## src/sv/rjs_pkg.sv

```systemverilog
// ---------------------------------------------------------------------------
// rjs_pkg
// Types and constants of the rendezvous join block.
// ---------------------------------------------------------------------------
`default_nettype none

package rjs_pkg;

	localparam int unsigned DATA_W   = 32;
	localparam int unsigned ACTIVE_W = 4;
	localparam int unsigned SLOT_W   = 3;
	localparam int unsigned KIND_W   = 2;

	localparam logic [ACTIVE_W-1:0] ACTIVE_RESET = 4'd2;

	// input action codes
	localparam logic ACTION_STORE = 1'b0;
	localparam logic ACTION_CLEAR = 1'b1;

	// input kind codes
	localparam logic [KIND_W-1:0] KIND_BANG  = 2'd0;
	localparam logic [KIND_W-1:0] KIND_INT   = 2'd1;
	localparam logic [KIND_W-1:0] KIND_FLOAT = 2'd2;
	localparam logic [KIND_W-1:0] KIND_LIST  = 2'd3;

	// slot occupancy tag; a filled tag minus one is the output kind
	typedef enum logic [1:0] {
		TAG_EMPTY = 2'd0,
		TAG_INT   = 2'd1,
		TAG_FLOAT = 2'd2,
		TAG_LIST  = 2'd3
	} tag_t;

	typedef struct packed {
		logic clear;
		logic write;
		logic shift;
	} cell_ctrl_t;

endpackage

`default_nettype wire

```

## src/sv/rjs_in_if.sv

```systemverilog
// ---------------------------------------------------------------------------
// rjs_in_if
// Input channel: one tagged value addressed to a slot.
// ---------------------------------------------------------------------------
`default_nettype none

interface rjs_in_if;
	logic                          valid;
	logic                          ready;
	logic                          action;
	logic [rjs_pkg::SLOT_W-1:0]    slot_index;
	logic [rjs_pkg::KIND_W-1:0]    kind;
	logic [rjs_pkg::DATA_W-1:0]    payload;

	modport source (output valid, action, slot_index, kind, payload, input ready);
	modport sink   (input valid, action, slot_index, kind, payload, output ready);
endinterface

`default_nettype wire

```

## src/sv/rjs_out_if.sv

```systemverilog
// ---------------------------------------------------------------------------
// rjs_out_if
// Output channel: one released slot value.
// ---------------------------------------------------------------------------
`default_nettype none

interface rjs_out_if;
	logic                          valid;
	logic                          ready;
	logic [rjs_pkg::SLOT_W-1:0]    out_slot;
	logic [rjs_pkg::KIND_W-1:0]    out_kind;
	logic [rjs_pkg::DATA_W-1:0]    out_payload;
	logic                          last;

	modport source (output valid, out_slot, out_kind, out_payload, last, input ready);
	modport sink   (input valid, out_slot, out_kind, out_payload, last, output ready);
endinterface

`default_nettype wire

```

## src/sv/rjs_cell.sv

```systemverilog
// ---------------------------------------------------------------------------
// rjs_cell
// One slot: tag and value, loaded directly or shifted from the lower cell.
// ---------------------------------------------------------------------------
`default_nettype none

module rjs_cell (
	input  logic                       clk,
	input  logic                       arst_n,
	input  rjs_pkg::cell_ctrl_t        ctrl,
	input  rjs_pkg::tag_t              wr_tag,
	input  logic [rjs_pkg::DATA_W-1:0] wr_data,
	input  rjs_pkg::tag_t              prev_tag,
	input  logic [rjs_pkg::DATA_W-1:0] prev_data,
	output rjs_pkg::tag_t              tag,
	output logic [rjs_pkg::DATA_W-1:0] data
);

	rjs_pkg::tag_t              tag_q;
	logic [rjs_pkg::DATA_W-1:0] data_q;

	always_ff @(posedge clk or negedge arst_n) begin
		if (!arst_n) begin
			tag_q <= rjs_pkg::TAG_EMPTY;
		end else begin
			priority if (ctrl.clear) begin
				tag_q <= rjs_pkg::TAG_EMPTY;
			end else if (ctrl.write) begin
				tag_q <= wr_tag;
			end else if (ctrl.shift) begin
				tag_q <= prev_tag;
			end else begin
				tag_q <= tag_q;
			end
		end
	end

	always_ff @(posedge clk) begin
		priority if (ctrl.write) begin
			data_q <= wr_data;
		end else if (ctrl.shift) begin
			data_q <= prev_data;
		end else begin
			data_q <= data_q;
		end
	end

	assign tag  = tag_q;
	assign data = data_q;

endmodule

`default_nettype wire

```

## src/sv/rendezvous_join_slots.sv

```systemverilog
// ---------------------------------------------------------------------------
// rendezvous_join_slots
// Join barrier with data slots: collects one value per active slot, then
// releases them all from the highest slot down to slot 0.
// ---------------------------------------------------------------------------
//
//   channel   dir  handshake     carries
//   in_ch     in   valid/ready   action, slot_index, kind, payload
//   out_ch    out  valid/ready   out_slot, out_kind, out_payload, last
//   cfg       in   cfg_we        cfg_wdata -> active_slots
//
// The transaction that fills the last empty active slot starts a release
// of n transactions (n = active slot count), one per cycle, paced by the
// shift of the cell row into the output register; in_ch.ready stays low
// for the whole release.
// A stall on out_ch freezes the row; the output register holds its item.
// Reset empties every slot and sets the active count to 2. No clearing pass.
//
`default_nettype none

module rendezvous_join_slots #(
	parameter int unsigned NUM_SLOTS = 8
) (
	input  logic                           clk,
	input  logic                           arst_n,
	rjs_in_if.sink                         in_ch,
	rjs_out_if.source                      out_ch,
	input  logic                           cfg_we,
	input  logic [rjs_pkg::ACTIVE_W-1:0]   cfg_wdata
);

	// count width holds NUM_SLOTS itself; cell index width addresses the row
	localparam int unsigned CNT_W = $clog2(NUM_SLOTS + 1);
	localparam int unsigned IDX_W = (NUM_SLOTS > 1) ? $clog2(NUM_SLOTS) : 1;
	localparam int unsigned CMP_W = (CNT_W > rjs_pkg::ACTIVE_W) ? CNT_W : rjs_pkg::ACTIVE_W;

	typedef enum logic [1:0] {
		ST_IDLE    = 2'b01,
		ST_RELEASE = 2'b10
	} state_t;

	state_t                         state_q;
	logic [rjs_pkg::ACTIVE_W-1:0]   active_q;
	logic [CNT_W-1:0]               filled_q;
	logic [CNT_W-1:0]               rel_left_q;

	logic                           out_valid_q;
	logic [rjs_pkg::SLOT_W-1:0]     out_slot_q;
	logic [rjs_pkg::KIND_W-1:0]     out_kind_q;
	logic [rjs_pkg::DATA_W-1:0]     out_payload_q;
	logic                           out_last_q;

	// active count, clamped to 1..NUM_SLOTS
	logic [CMP_W-1:0]               active_ext;
	logic [CMP_W-1:0]               n_cmp;
	logic [CNT_W-1:0]               n_cnt;

	always_comb begin
		active_ext = CMP_W'(active_q);
		priority if (active_ext == '0) begin
			n_cmp = CMP_W'(1);
		end else if (active_ext > CMP_W'(NUM_SLOTS)) begin
			n_cmp = CMP_W'(NUM_SLOTS);
		end else begin
			n_cmp = active_ext;
		end
		n_cnt = CNT_W'(n_cmp);
	end

	// input decode
	logic                           in_acc;
	logic                           in_range;
	logic                           clear_word0;
	logic                           store_ok;
	logic                           clear_all;
	rjs_pkg::tag_t                  wr_tag;
	logic [rjs_pkg::DATA_W-1:0]     wr_data;

	assign in_ch.ready = (state_q == ST_IDLE);
	assign in_acc      = in_ch.valid && in_ch.ready;
	assign in_range    = CMP_W'(in_ch.slot_index) < n_cmp;
	assign clear_word0 = in_acc && in_range && (in_ch.action == rjs_pkg::ACTION_CLEAR)
	                     && (in_ch.slot_index == '0);
	assign store_ok    = in_acc && in_range && !clear_word0;
	// drop every slot on a clear word to slot 0 or on any reconfiguration
	assign clear_all   = clear_word0 || cfg_we;

	always_comb begin
		priority if (in_ch.action == rjs_pkg::ACTION_CLEAR) begin
			// the clear word on another slot lands as a list handle
			wr_tag  = rjs_pkg::TAG_LIST;
			wr_data = in_ch.payload;
		end else if (in_ch.kind == rjs_pkg::KIND_BANG) begin
			wr_tag  = rjs_pkg::TAG_INT;
			wr_data = '0;
		end else begin
			wr_tag  = rjs_pkg::tag_t'(in_ch.kind);
			wr_data = in_ch.payload;
		end
	end

	// release pacing: advance the row whenever the output register frees up
	logic                           rel_step;
	assign rel_step = (state_q == ST_RELEASE) && (!out_valid_q || out_ch.ready);

	// cell row
	rjs_pkg::tag_t                  tag_arr  [NUM_SLOTS];
	logic [rjs_pkg::DATA_W-1:0]     data_arr [NUM_SLOTS];
	logic [NUM_SLOTS-1:0]           cell_hit;
	logic [NUM_SLOTS-1:0]           cell_empty;

	for (genvar i = 0; i < NUM_SLOTS; i++) begin : g_cell
		rjs_pkg::cell_ctrl_t        ctrl;
		rjs_pkg::tag_t              prev_tag;
		logic [rjs_pkg::DATA_W-1:0] prev_data;

		assign cell_hit[i]   = ({{(32 - rjs_pkg::SLOT_W){1'b0}}, in_ch.slot_index} == 32'(i));
		assign cell_empty[i] = (tag_arr[i] == rjs_pkg::TAG_EMPTY);

		assign ctrl.clear = clear_all;
		assign ctrl.write = store_ok && cell_hit[i];
		// only active cells move, so cells above the active range stay empty
		assign ctrl.shift = rel_step && (CNT_W'(i) < n_cnt);

		if (i == 0) begin : g_head
			// feed empty slots in behind the release
			assign prev_tag  = rjs_pkg::TAG_EMPTY;
			assign prev_data = '0;
		end else begin : g_body
			assign prev_tag  = tag_arr[i-1];
			assign prev_data = data_arr[i-1];
		end

		rjs_cell u_cell (
			.clk       (clk),
			.arst_n    (arst_n),
			.ctrl      (ctrl),
			.wr_tag    (wr_tag),
			.wr_data   (wr_data),
			.prev_tag  (prev_tag),
			.prev_data (prev_data),
			.tag       (tag_arr[i]),
			.data      (data_arr[i])
		);
	end

	// count first fills only
	logic                           hit_empty;
	logic [CNT_W-1:0]               filled_next;
	logic                           rel_start;

	assign hit_empty   = |(cell_hit & cell_empty);
	assign filled_next = filled_q + CNT_W'(hit_empty);
	assign rel_start   = store_ok && (filled_next == n_cnt);

	// tap of the row: the highest active cell
	logic [CNT_W-1:0]               top_idx;
	logic [CNT_W-1:0]               rel_m1;
	rjs_pkg::tag_t                  top_tag;

	assign top_idx = n_cnt - CNT_W'(1);
	assign rel_m1  = rel_left_q - CNT_W'(1);
	assign top_tag = tag_arr[top_idx[IDX_W-1:0]];

	always_ff @(posedge clk or negedge arst_n) begin
		if (!arst_n) begin
			state_q    <= ST_IDLE;
			active_q   <= rjs_pkg::ACTIVE_RESET;
			filled_q   <= '0;
			rel_left_q <= '0;
		end else begin
			if (cfg_we) begin
				active_q <= cfg_wdata;
			end
			unique case (state_q)
				ST_IDLE: begin
					priority if (clear_all) begin
						filled_q <= '0;
					end else if (rel_start) begin
						// empty the count now; the row drains over the release
						filled_q   <= '0;
						rel_left_q <= n_cnt;
						state_q    <= ST_RELEASE;
					end else if (store_ok) begin
						filled_q <= filled_next;
					end else begin
						filled_q <= filled_q;
					end
				end
				ST_RELEASE: begin
					if (rel_step) begin
						rel_left_q <= rel_m1;
						if (rel_left_q == CNT_W'(1)) begin
							state_q <= ST_IDLE;
						end
					end
				end
				default: begin
					state_q <= ST_IDLE;
				end
			endcase
		end
	end

	// output register
	always_ff @(posedge clk or negedge arst_n) begin
		if (!arst_n) begin
			out_valid_q <= 1'b0;
		end else begin
			priority if (rel_step) begin
				out_valid_q <= 1'b1;
			end else if (out_ch.ready) begin
				out_valid_q <= 1'b0;
			end else begin
				out_valid_q <= out_valid_q;
			end
		end
	end

	always_ff @(posedge clk) begin
		if (rel_step) begin
			out_slot_q    <= rjs_pkg::SLOT_W'(rel_m1);
			out_kind_q    <= rjs_pkg::KIND_W'(top_tag) - rjs_pkg::KIND_W'(1);
			out_payload_q <= data_arr[top_idx[IDX_W-1:0]];
			out_last_q    <= (rel_left_q == CNT_W'(1));
		end
	end

	assign out_ch.valid       = out_valid_q;
	assign out_ch.out_slot    = out_slot_q;
	assign out_ch.out_kind    = out_kind_q;
	assign out_ch.out_payload = out_payload_q;
	assign out_ch.last        = out_last_q;

endmodule

`default_nettype wire

```

## src/flat_wrapper.sv

```systemverilog
// flat-port wrapper written by rule: the top's interface ports become plain ports
module rendezvous_join_slots_flat 
#(
	parameter int unsigned NUM_SLOTS = 8
)
  (clk, arst_n, cfg_we, cfg_wdata, in_ch_valid, in_ch_action, in_ch_slot_index, in_ch_kind, in_ch_payload, in_ch_ready, out_ch_valid, out_ch_out_slot, out_ch_out_kind, out_ch_out_payload, out_ch_last, out_ch_ready);
  rjs_in_if in_ch_i ();
  rjs_out_if out_ch_i ();
  input  logic clk;
  input  logic arst_n;
  input  logic cfg_we;
  input  logic [rjs_pkg::ACTIVE_W-1:0] cfg_wdata;
  input wire logic [$bits(in_ch_i.valid)-1:0] in_ch_valid;
  input wire logic [$bits(in_ch_i.action)-1:0] in_ch_action;
  input wire logic [$bits(in_ch_i.slot_index)-1:0] in_ch_slot_index;
  input wire logic [$bits(in_ch_i.kind)-1:0] in_ch_kind;
  input wire logic [$bits(in_ch_i.payload)-1:0] in_ch_payload;
  output wire logic [$bits(in_ch_i.ready)-1:0] in_ch_ready;
  output wire logic [$bits(out_ch_i.valid)-1:0] out_ch_valid;
  output wire logic [$bits(out_ch_i.out_slot)-1:0] out_ch_out_slot;
  output wire logic [$bits(out_ch_i.out_kind)-1:0] out_ch_out_kind;
  output wire logic [$bits(out_ch_i.out_payload)-1:0] out_ch_out_payload;
  output wire logic [$bits(out_ch_i.last)-1:0] out_ch_last;
  input wire logic [$bits(out_ch_i.ready)-1:0] out_ch_ready;
  assign in_ch_i.valid = in_ch_valid;
  assign in_ch_i.action = in_ch_action;
  assign in_ch_i.slot_index = in_ch_slot_index;
  assign in_ch_i.kind = in_ch_kind;
  assign in_ch_i.payload = in_ch_payload;
  assign in_ch_ready = in_ch_i.ready;
  assign out_ch_valid = out_ch_i.valid;
  assign out_ch_out_slot = out_ch_i.out_slot;
  assign out_ch_out_kind = out_ch_i.out_kind;
  assign out_ch_out_payload = out_ch_i.out_payload;
  assign out_ch_last = out_ch_i.last;
  assign out_ch_i.ready = out_ch_ready;
  rendezvous_join_slots #(.NUM_SLOTS(NUM_SLOTS)) u_core (.clk(clk), .arst_n(arst_n), .in_ch(in_ch_i), .out_ch(out_ch_i), .cfg_we(cfg_we), .cfg_wdata(cfg_wdata));
endmodule
```

## config.mk

```make
export PLATFORM = sky130hd
export DESIGN_NAME = rendezvous_join_slots_flat
export DESIGN_NICKNAME = d
export VERILOG_FILES = /design/src/sv/rjs_pkg.sv /design/src/sv/rjs_in_if.sv /design/src/sv/rjs_out_if.sv /design/src/sv/rjs_cell.sv /design/src/sv/rendezvous_join_slots.sv /design/src/flat_wrapper.sv
export SDC_FILE = /design/constraint.sdc
export NUM_CORES = 1
export LEC_CHECK = 0
export BUFFER_PORTS_ARGS = -buffer_cell sky130_fd_sc_hd__clkbuf_2
export CORE_MARGIN = 10
export CORE_UTILIZATION = 57
export CTS_BUF_LIST = sky130_fd_sc_hd__clkbuf_4 sky130_fd_sc_hd__clkbuf_8
export CTS_CLUSTER_SIZE = 25
export DETAILED_ROUTE_END_ITERATION = 10
export PLACE_DENSITY = 0.77
export SYNTH_ARGS = -nofsm -noshare
export SYNTH_HDL_FRONTEND = slang
export SYNTH_SLANG_ARGS = --single-unit
```

## constraint.sdc

```tcl
create_clock -name clk -period 4.3 [get_ports clk]
set_clock_uncertainty 0.15 [all_clocks]
set_input_delay 0.86 -clock clk [delete_from_list [all_inputs] [get_ports clk]]
set_output_delay 0.86 -clock clk [all_outputs]
set_load 0.05 [all_outputs]
```

==> impl_metrics.ini, run 1 <==
[outcome]
status = complete, no violations

[layout]
diodes = 0
layout-drive-gt1-share = 0.2439
area_delta_synth_final_pct = 12.06
postLayoutCellArea_um2 = 17300
nets = 1375

[sta]
fmax_ghz = 0.3032
period_share = 0.7669
finalHoldViolCount = 0
drv_slew = 0
finalSetupTns_ns = 0
min_period_ns = 3.298
rsz0062_at_grt = no
worstMarginPinSlew_ns = 0.8787
setup-violations-final = 0
max-slew-margin-rel = 0.4142

[detailed_routing]
dr_total_vias = 10240
wire_per_inst_um = 21.15
routed_wirelength_mm = 36.00
firstDrtPassIters = 5
ant_nets = 0
via_per_inst = 6.016
route.detailed.drc = 0
drtIter0Drc = 930

[floorplan]
core_um2 = 26800
die_h_um = 184.6
io-pin-count = 87
fp.dieW_um = 184.6
dieArea_um2 = 34060
initial_utilization = 0.5759
num_rows = 60

[place]
dp_hpwl_mm = 21.97
place_area_um2 = 16310
portBuffers = 86
gp_congestion = 0.8862

[global_routing]
grt_pass1_wl_mm = 56.88
grt_pass1_vias = 10310
grt_max_degree = 69
grt_overflow = 0
grt_usage = 0.2136
antenna_found_initial = 0

[worst_setup_path]
worstPathCellList = nor2b_1 -> inv_1 -> ha_1 -> nand2b_1 -> a211oi_2 -> nor2b_1 -> nand2_2 -> buf_4 -> o21ai_0
cp_num_buf_inv = 2
crit_required_ns = 4.43
crit_slowest_cell = buf_4
startpoint = u_core.active_ext[2]
crit_family = simple AND/OR/NAND/NOR gates
reg2reg_from = u_core.active_ext[2]
worst_r2r_endpoint = u_core.g_cell[3].u_cell.data[9]
cp_common_cell = nor2b_1
slowest_delay_ns = 0.57
critPathKind = flop to flop
cp-end-kind = flop
path_max_fanout = 54
cp-start-kind = flop
arrival_ns = 3.43
r2r_slack_ns = 1.00
reg2reg_depth = 9

[yosys]
yosys_warnings = 0
synth-edff-count = 294
synth_cell_type_count = 54
yosys_most_used_dff = edfxtp_1
seq_area_frac_synth = 0.6225
syn_area_um2 = 15430
async_flop_share = 0.09538
ys_ff_latch = 325
synth_nets = 1292
netlist_instances = 1237
avgSynthCellArea_um2 = 12.48

[power_and_ir_drop]
power_frac_seq = 0.506
pwr-share-comb = 0.141
internal_power_w = 0.005333
irDropWorstVdd_v = 0.0002746
clkPwrFrac = 0.353
netSwitchingFraction = 0.2521
p_leak_nw = 6.535
power.total_w = 0.007130
powerDensity_nw_per_um2 = 412.2
power.switching_w = 0.001797

[job]
cap_viol_max_count = 0

[cts]
cts_resized = 0
cts_buffers = 52
cts.htree.levels = 2
clk_latency_ns = 0.57
hold_buffers = 0
tritoncts = built
cts_setup_buffers = 0
cts.sinks = 325
clockBufferDepth = 3
clk_pin_slew_ns = 0.06
cts_root_buf = clkbuf_8

[hold_path]
min_path_type = input port to asynchronous set/reset pin
[final cells by class]
type	instances	area (um^2)
clock inverters	21	88.84
inverters	13	48.80
well taps	341	426.7
multi-input cells	810	5498
flip-flops and latches	325	9607
repair buffers	118	733.2
clock buffers	74	893.4
fillers	2023	9505
[sequential cells by signal, indices dropped and copies added, names as in the netlist]
| register | flops |
|---|---|
| u_core.g_cell.u_cell.data | 256 |
| u_core.out_ch.out_payload | 32 |
| u_core.g_cell.u_cell.tag | 16 |
| u_core.active_ext | 4 |
| u_core.filled_q | 4 |
| u_core.rel_left_q | 4 |
| u_core.out_ch.out_slot | 3 |
| u_core.out_ch.out_kind | 2 |
| u_core.state_q | 2 |
| u_core.out_ch.last | 1 |
| u_core.out_ch.valid | 1 |
[per-layer routing]
| layer | track usage | wire, um |
|---|---|---|
| met3 | 0.04509 | 3003 |
| met5 | 0 | 0 |
| met1 | 0.2658 | 14030 |
| met2 | 0.3680 | 18160 |
| met4 | 0.06129 | 807 |
[power groups by stage]
stage | Clock [W] | Sequential [W] | Combinational (W)
4_1_cts | 0.00255 | 0.00360 | 0.00101
3_3_place_gp | 0 | 0.00366 | 0.000978
6_report | 0.00252 | 0.00361 | 0.00101
3_5_place_dp | 0 | 0.00367 | 0.00100
2_1_floorplan | 0 | 0.00365 | 0.000726
5_1_grt | 0.00271 | 0.00361 | 0.00109
[cell usage after synthesis (2+ instances only)]
cell      count  area [um^2]
a211oi_1     11        82.58
a21oi_1       7        35.03
a31oi_1       3        18.77
a32o_1        3        30.03
and3_1        3        18.77
buf_1         8        30.03
buf_2        21        105.1
buf_4         2        15.01
clkbuf_1     57        214.0
dfrtp_1      29        725.7
dfstp_2       2        52.55
edfxtp_1    294         8828
ha_1          8        100.1
inv_1        12        45.04
mux2_2       36        405.4
mux2i_1      12        120.1
mux4_2       68         1531
nand2_1     284         1066
nand2b_1      7        43.79
nand3_1      10        50.05
nor2_1       60        225.2
nor2b_1       6        37.54
nor3_1       12        60.06
nor3b_1       4        30.03
nor4b_1       2        17.52
o21ai_0     235         1176
o221a_2       5        56.30
o311ai_0      3        26.28
o31ai_1       2        15.01
or4_1         2        15.01
xnor2_1       4        35.03
xor2_1        3        26.28
[stage by stage]
stage                     worst slack (ns)  hold slack [ns]  std cells  utilization
after detailed placement            0.5370           0.3635       1607       0.6087
after floorplan                     0.1366           0.3198       1237            -
after CTS                           0.9610           0.2332       1702       0.6453
final                                1.002           0.2162       1702       0.6453
after global routing                0.7987           0.2591       1702       0.6453
after global placement              0.5986           0.3426       1607       0.6087
[placed cells by master (no fill, tap or decap), types with 16 or more instances in the layout]
master	instances
mux4_2	68
edfxtp_1	294
clkbuf_4	20
o21ai_0	231
nand2_1	276
dfrtp_1	29
clkinv_1	16
buf_4	27
clkbuf_2	86
clkbuf_8	54
nor2_1	60
mux2_2	36
[worst max-delay path by stage]
stage / endpoint / slack [ns] / depth (start not counted)
4_1_cts: u_core.out_ch.out_kind[1] / 0.96 / 7
2_1_floorplan: u_core.g_cell[3].u_cell.data[0] / 0.14 / 3
3_3_place_gp: u_core.rel_left_q[2] / 0.60 / 13
3_5_place_dp: u_core.rel_left_q[1] / 0.54 / 13
5_1_grt: u_core.g_cell[3].u_cell.data[20] / 0.80 / 9
6_report: u_core.g_cell[3].u_cell.data[9] / 1.00 / 9
[cell families (layout without fill, tap and decap cells)]
kind of cell | count (synthesis) | count (layout) | synth area share
xor gates and xnor gates | 7 | 7 | 0.003973
buffers and inverters | 102 | 226 | 0.02748
DFF | 325 | 325 | 0.6225
AOI/OAI and AO/OA | 280 | 280 | 0.1009
adders and majority gates | 8 | 8 | 0.006486
and+or+nand+nor | 399 | 399 | 0.1054
muxes | 116 | 116 | 0.1333
(Power assumes the default switching activity.)
==> inputs of run 2 (changes only) <==
==> constraint.sdc (replaced) <==
create_clock -name clk -period 2.9 [get_ports clk]
set_clock_uncertainty 0.15 [all_clocks]
set_input_delay 0.58 -clock clk [delete_from_list [all_inputs] [get_ports clk]]
set_output_delay 0.58 -clock clk [all_outputs]
set_load 0.05 [all_outputs]
==> impl_metrics.ini, run 2 (synthesis results as in run 1) <==
[worst_setup_path]
cp-end-kind = flop
cp-start-kind = flop
reg2reg_from = u_core.g_cell[7].u_cell.tag[0]
startpoint = u_core.g_cell[7].u_cell.tag[0]
path_max_fanout = 6
critPathKind = flop to flop
crit_required_ns = 3.21
arrival_ns = 3.12

[cts]
clockBufferDepth = 3
clk_latency_ns = 0.58
clk_pin_slew_ns = 0.06
cts_root_buf = clkbuf_8
cts_buffers = 51
tritoncts = built
cts.htree.levels = 2
cts.sinks = 325

[place]
dp_hpwl_mm = 24.87
portBuffers = 86
gp_congestion = 0.9226
place_ws_ns = -0.3284

[detailed_routing]
firstDrtPassIters = 7
via_per_inst = 6.152
ant_nets = 0
drtIter0Drc = 1064
wire_per_inst_um = 22.19
dr_total_vias = 10770
route.detailed.drc = 0
routed_wirelength_mm = 38.86

[floorplan]
die_h_um = 184.6
fp.dieW_um = 184.6
dieArea_um2 = 34060
io-pin-count = 87
initial_utilization = 0.5759
num_rows = 60
core_um2 = 26800

[layout]
layout_common_cells = edfxtp_1, nand2_1, o21ai_0
nets = 1429
final_util = 0.6769
final_common_cell = edfxtp_1
layout-drive-gt1-share = 0.2865
area_delta_synth_final_pct = 17.54
largest_reg_flops = 256
diodes = 0

[global_routing]
gr-usage-met1 = 0.2736
antenna_found_initial = 0
grt_pass1_vias = 10900
grt_busiest_layer = met2
grt_max_degree = 61
globalRouteMet3Util = 0.04154
grt_overflow = 0
grt_usage = 0.2238
grt_pass1_wl_mm = 59.46
use_met2 = 0.3877

[sta]
finalSetupTns_ns = 0
fin_ws_ns = 0.08740
finalHoldViolCount = 0
min_period_ns = 2.813
period_share = 0.9699
worst_hold_slack_ns = 0.09222
fmax_ghz = 0.3555
setup-violations-final = 0
max-slew-margin-rel = 0.4435
worstMarginPinSlew_ns = 0.8347
drv_slew = 0
rsz0062_at_grt = yes

[power_and_ir_drop]
powerDensity_nw_per_um2 = 594.6
p_leak_nw = 6.943
irDropWorstVdd_v = 0.0003144

[hold_path]
min_path_type = input port to flop
hp-start = cfg_wdata[1]

[outcome]
status = complete, no violations

[job]
cap_viol_max_count = 0
## run 2: changes by cell type in the layout (fill, tap and decap cells not counted), sizes merged
cell,before,now
dlygate4sd3,0,1
clkinv,20,14
buf,32,84
clkbuf,160,163
inv,14,13
## run 2: critical path, cell delays in order, from the launching register on
cell and delay, ns:
dfrtp_1 0.41, nor2_2 0.17, nand2_1 0.07, o311ai_1 0.08, o311ai_1 0.14, o21ai_1 0.11
ha_2 0.23, ha_4 0.15, xnor2_2 0.09, nor4b_2 0.28, a31oi_1 0.08, o21ai_2 0.28
nand3_2 0.16, o221a_2 0.30
## run 2: through the flow
step                      instances  instance area (um^2)  total power [W]
after floorplan                1237                 15560         0.006532
after global placement         1655                 17030         0.007065
after detailed placement       1655                 17030         0.007116
after CTS                      1745                 18010          0.01081
after global routing           1751                 18140          0.01116
final                          1751                 18140          0.01079
## run 2: what timing repair did
action,4_1_cts,5_1_grt
resized for setup,0,12
setup buffers,0,4
hold buffers,1,0
endpoints found under the setup margin,0,199
hold endpoints to repair,29,0
## run 2: layout make-up
class | instances | area (um^2)
flip-flops and latches | 325 | 9607
fillers | 1873 | 8660
multi-input cells | 810 | 5605
repair buffers | 173 | 1479
clock buffers | 75 | 900.9
well taps | 341 | 426.7
clock inverters | 14 | 68.82
inverters | 13 | 53.80
## run 2: final timing paths
path                                                        to  slack [ns]  depth (start not counted)
worst max-delay path                      u_core.rel_left_q[3]        0.09                         13
worst min-delay path                      u_core.active_ext[1]        0.09                          2
worst max register to register            u_core.rel_left_q[3]        0.09                         13
worst min register to register            u_core.active_ext[0]        0.36                          1
max in group asynchronous       u_core.g_cell[5].u_cell.tag[1]        1.57                          2
min in group asynchronous       u_core.g_cell[5].u_cell.tag[0]        0.50                          2
## run 2: where the power goes
group | total, W | switching (W) | leakage (nW) | internal (W)
sequential | 0.00534 | 0.0000801 | 3.16 | 0.00526
clock | 0.00372 | 0.00174 | 0.528 | 0.00198
combinational | 0.00172 | 0.000906 | 3.25 | 0.000814
total | 0.0108 | 0.00273 | 6.94 | 0.00806
## run 2: routing by layer
layer | share of wire | wire length (um) | vias to the layer above
met2 | 0.51 | 19700 | 491
met1 | 0.39 | 14970 | 5293
met3 | 0.077 | 2994 | 107
met5 | 0 | 0 | -
li1 | - | - | 4882
met4 | 0.031 | 1200 | 0
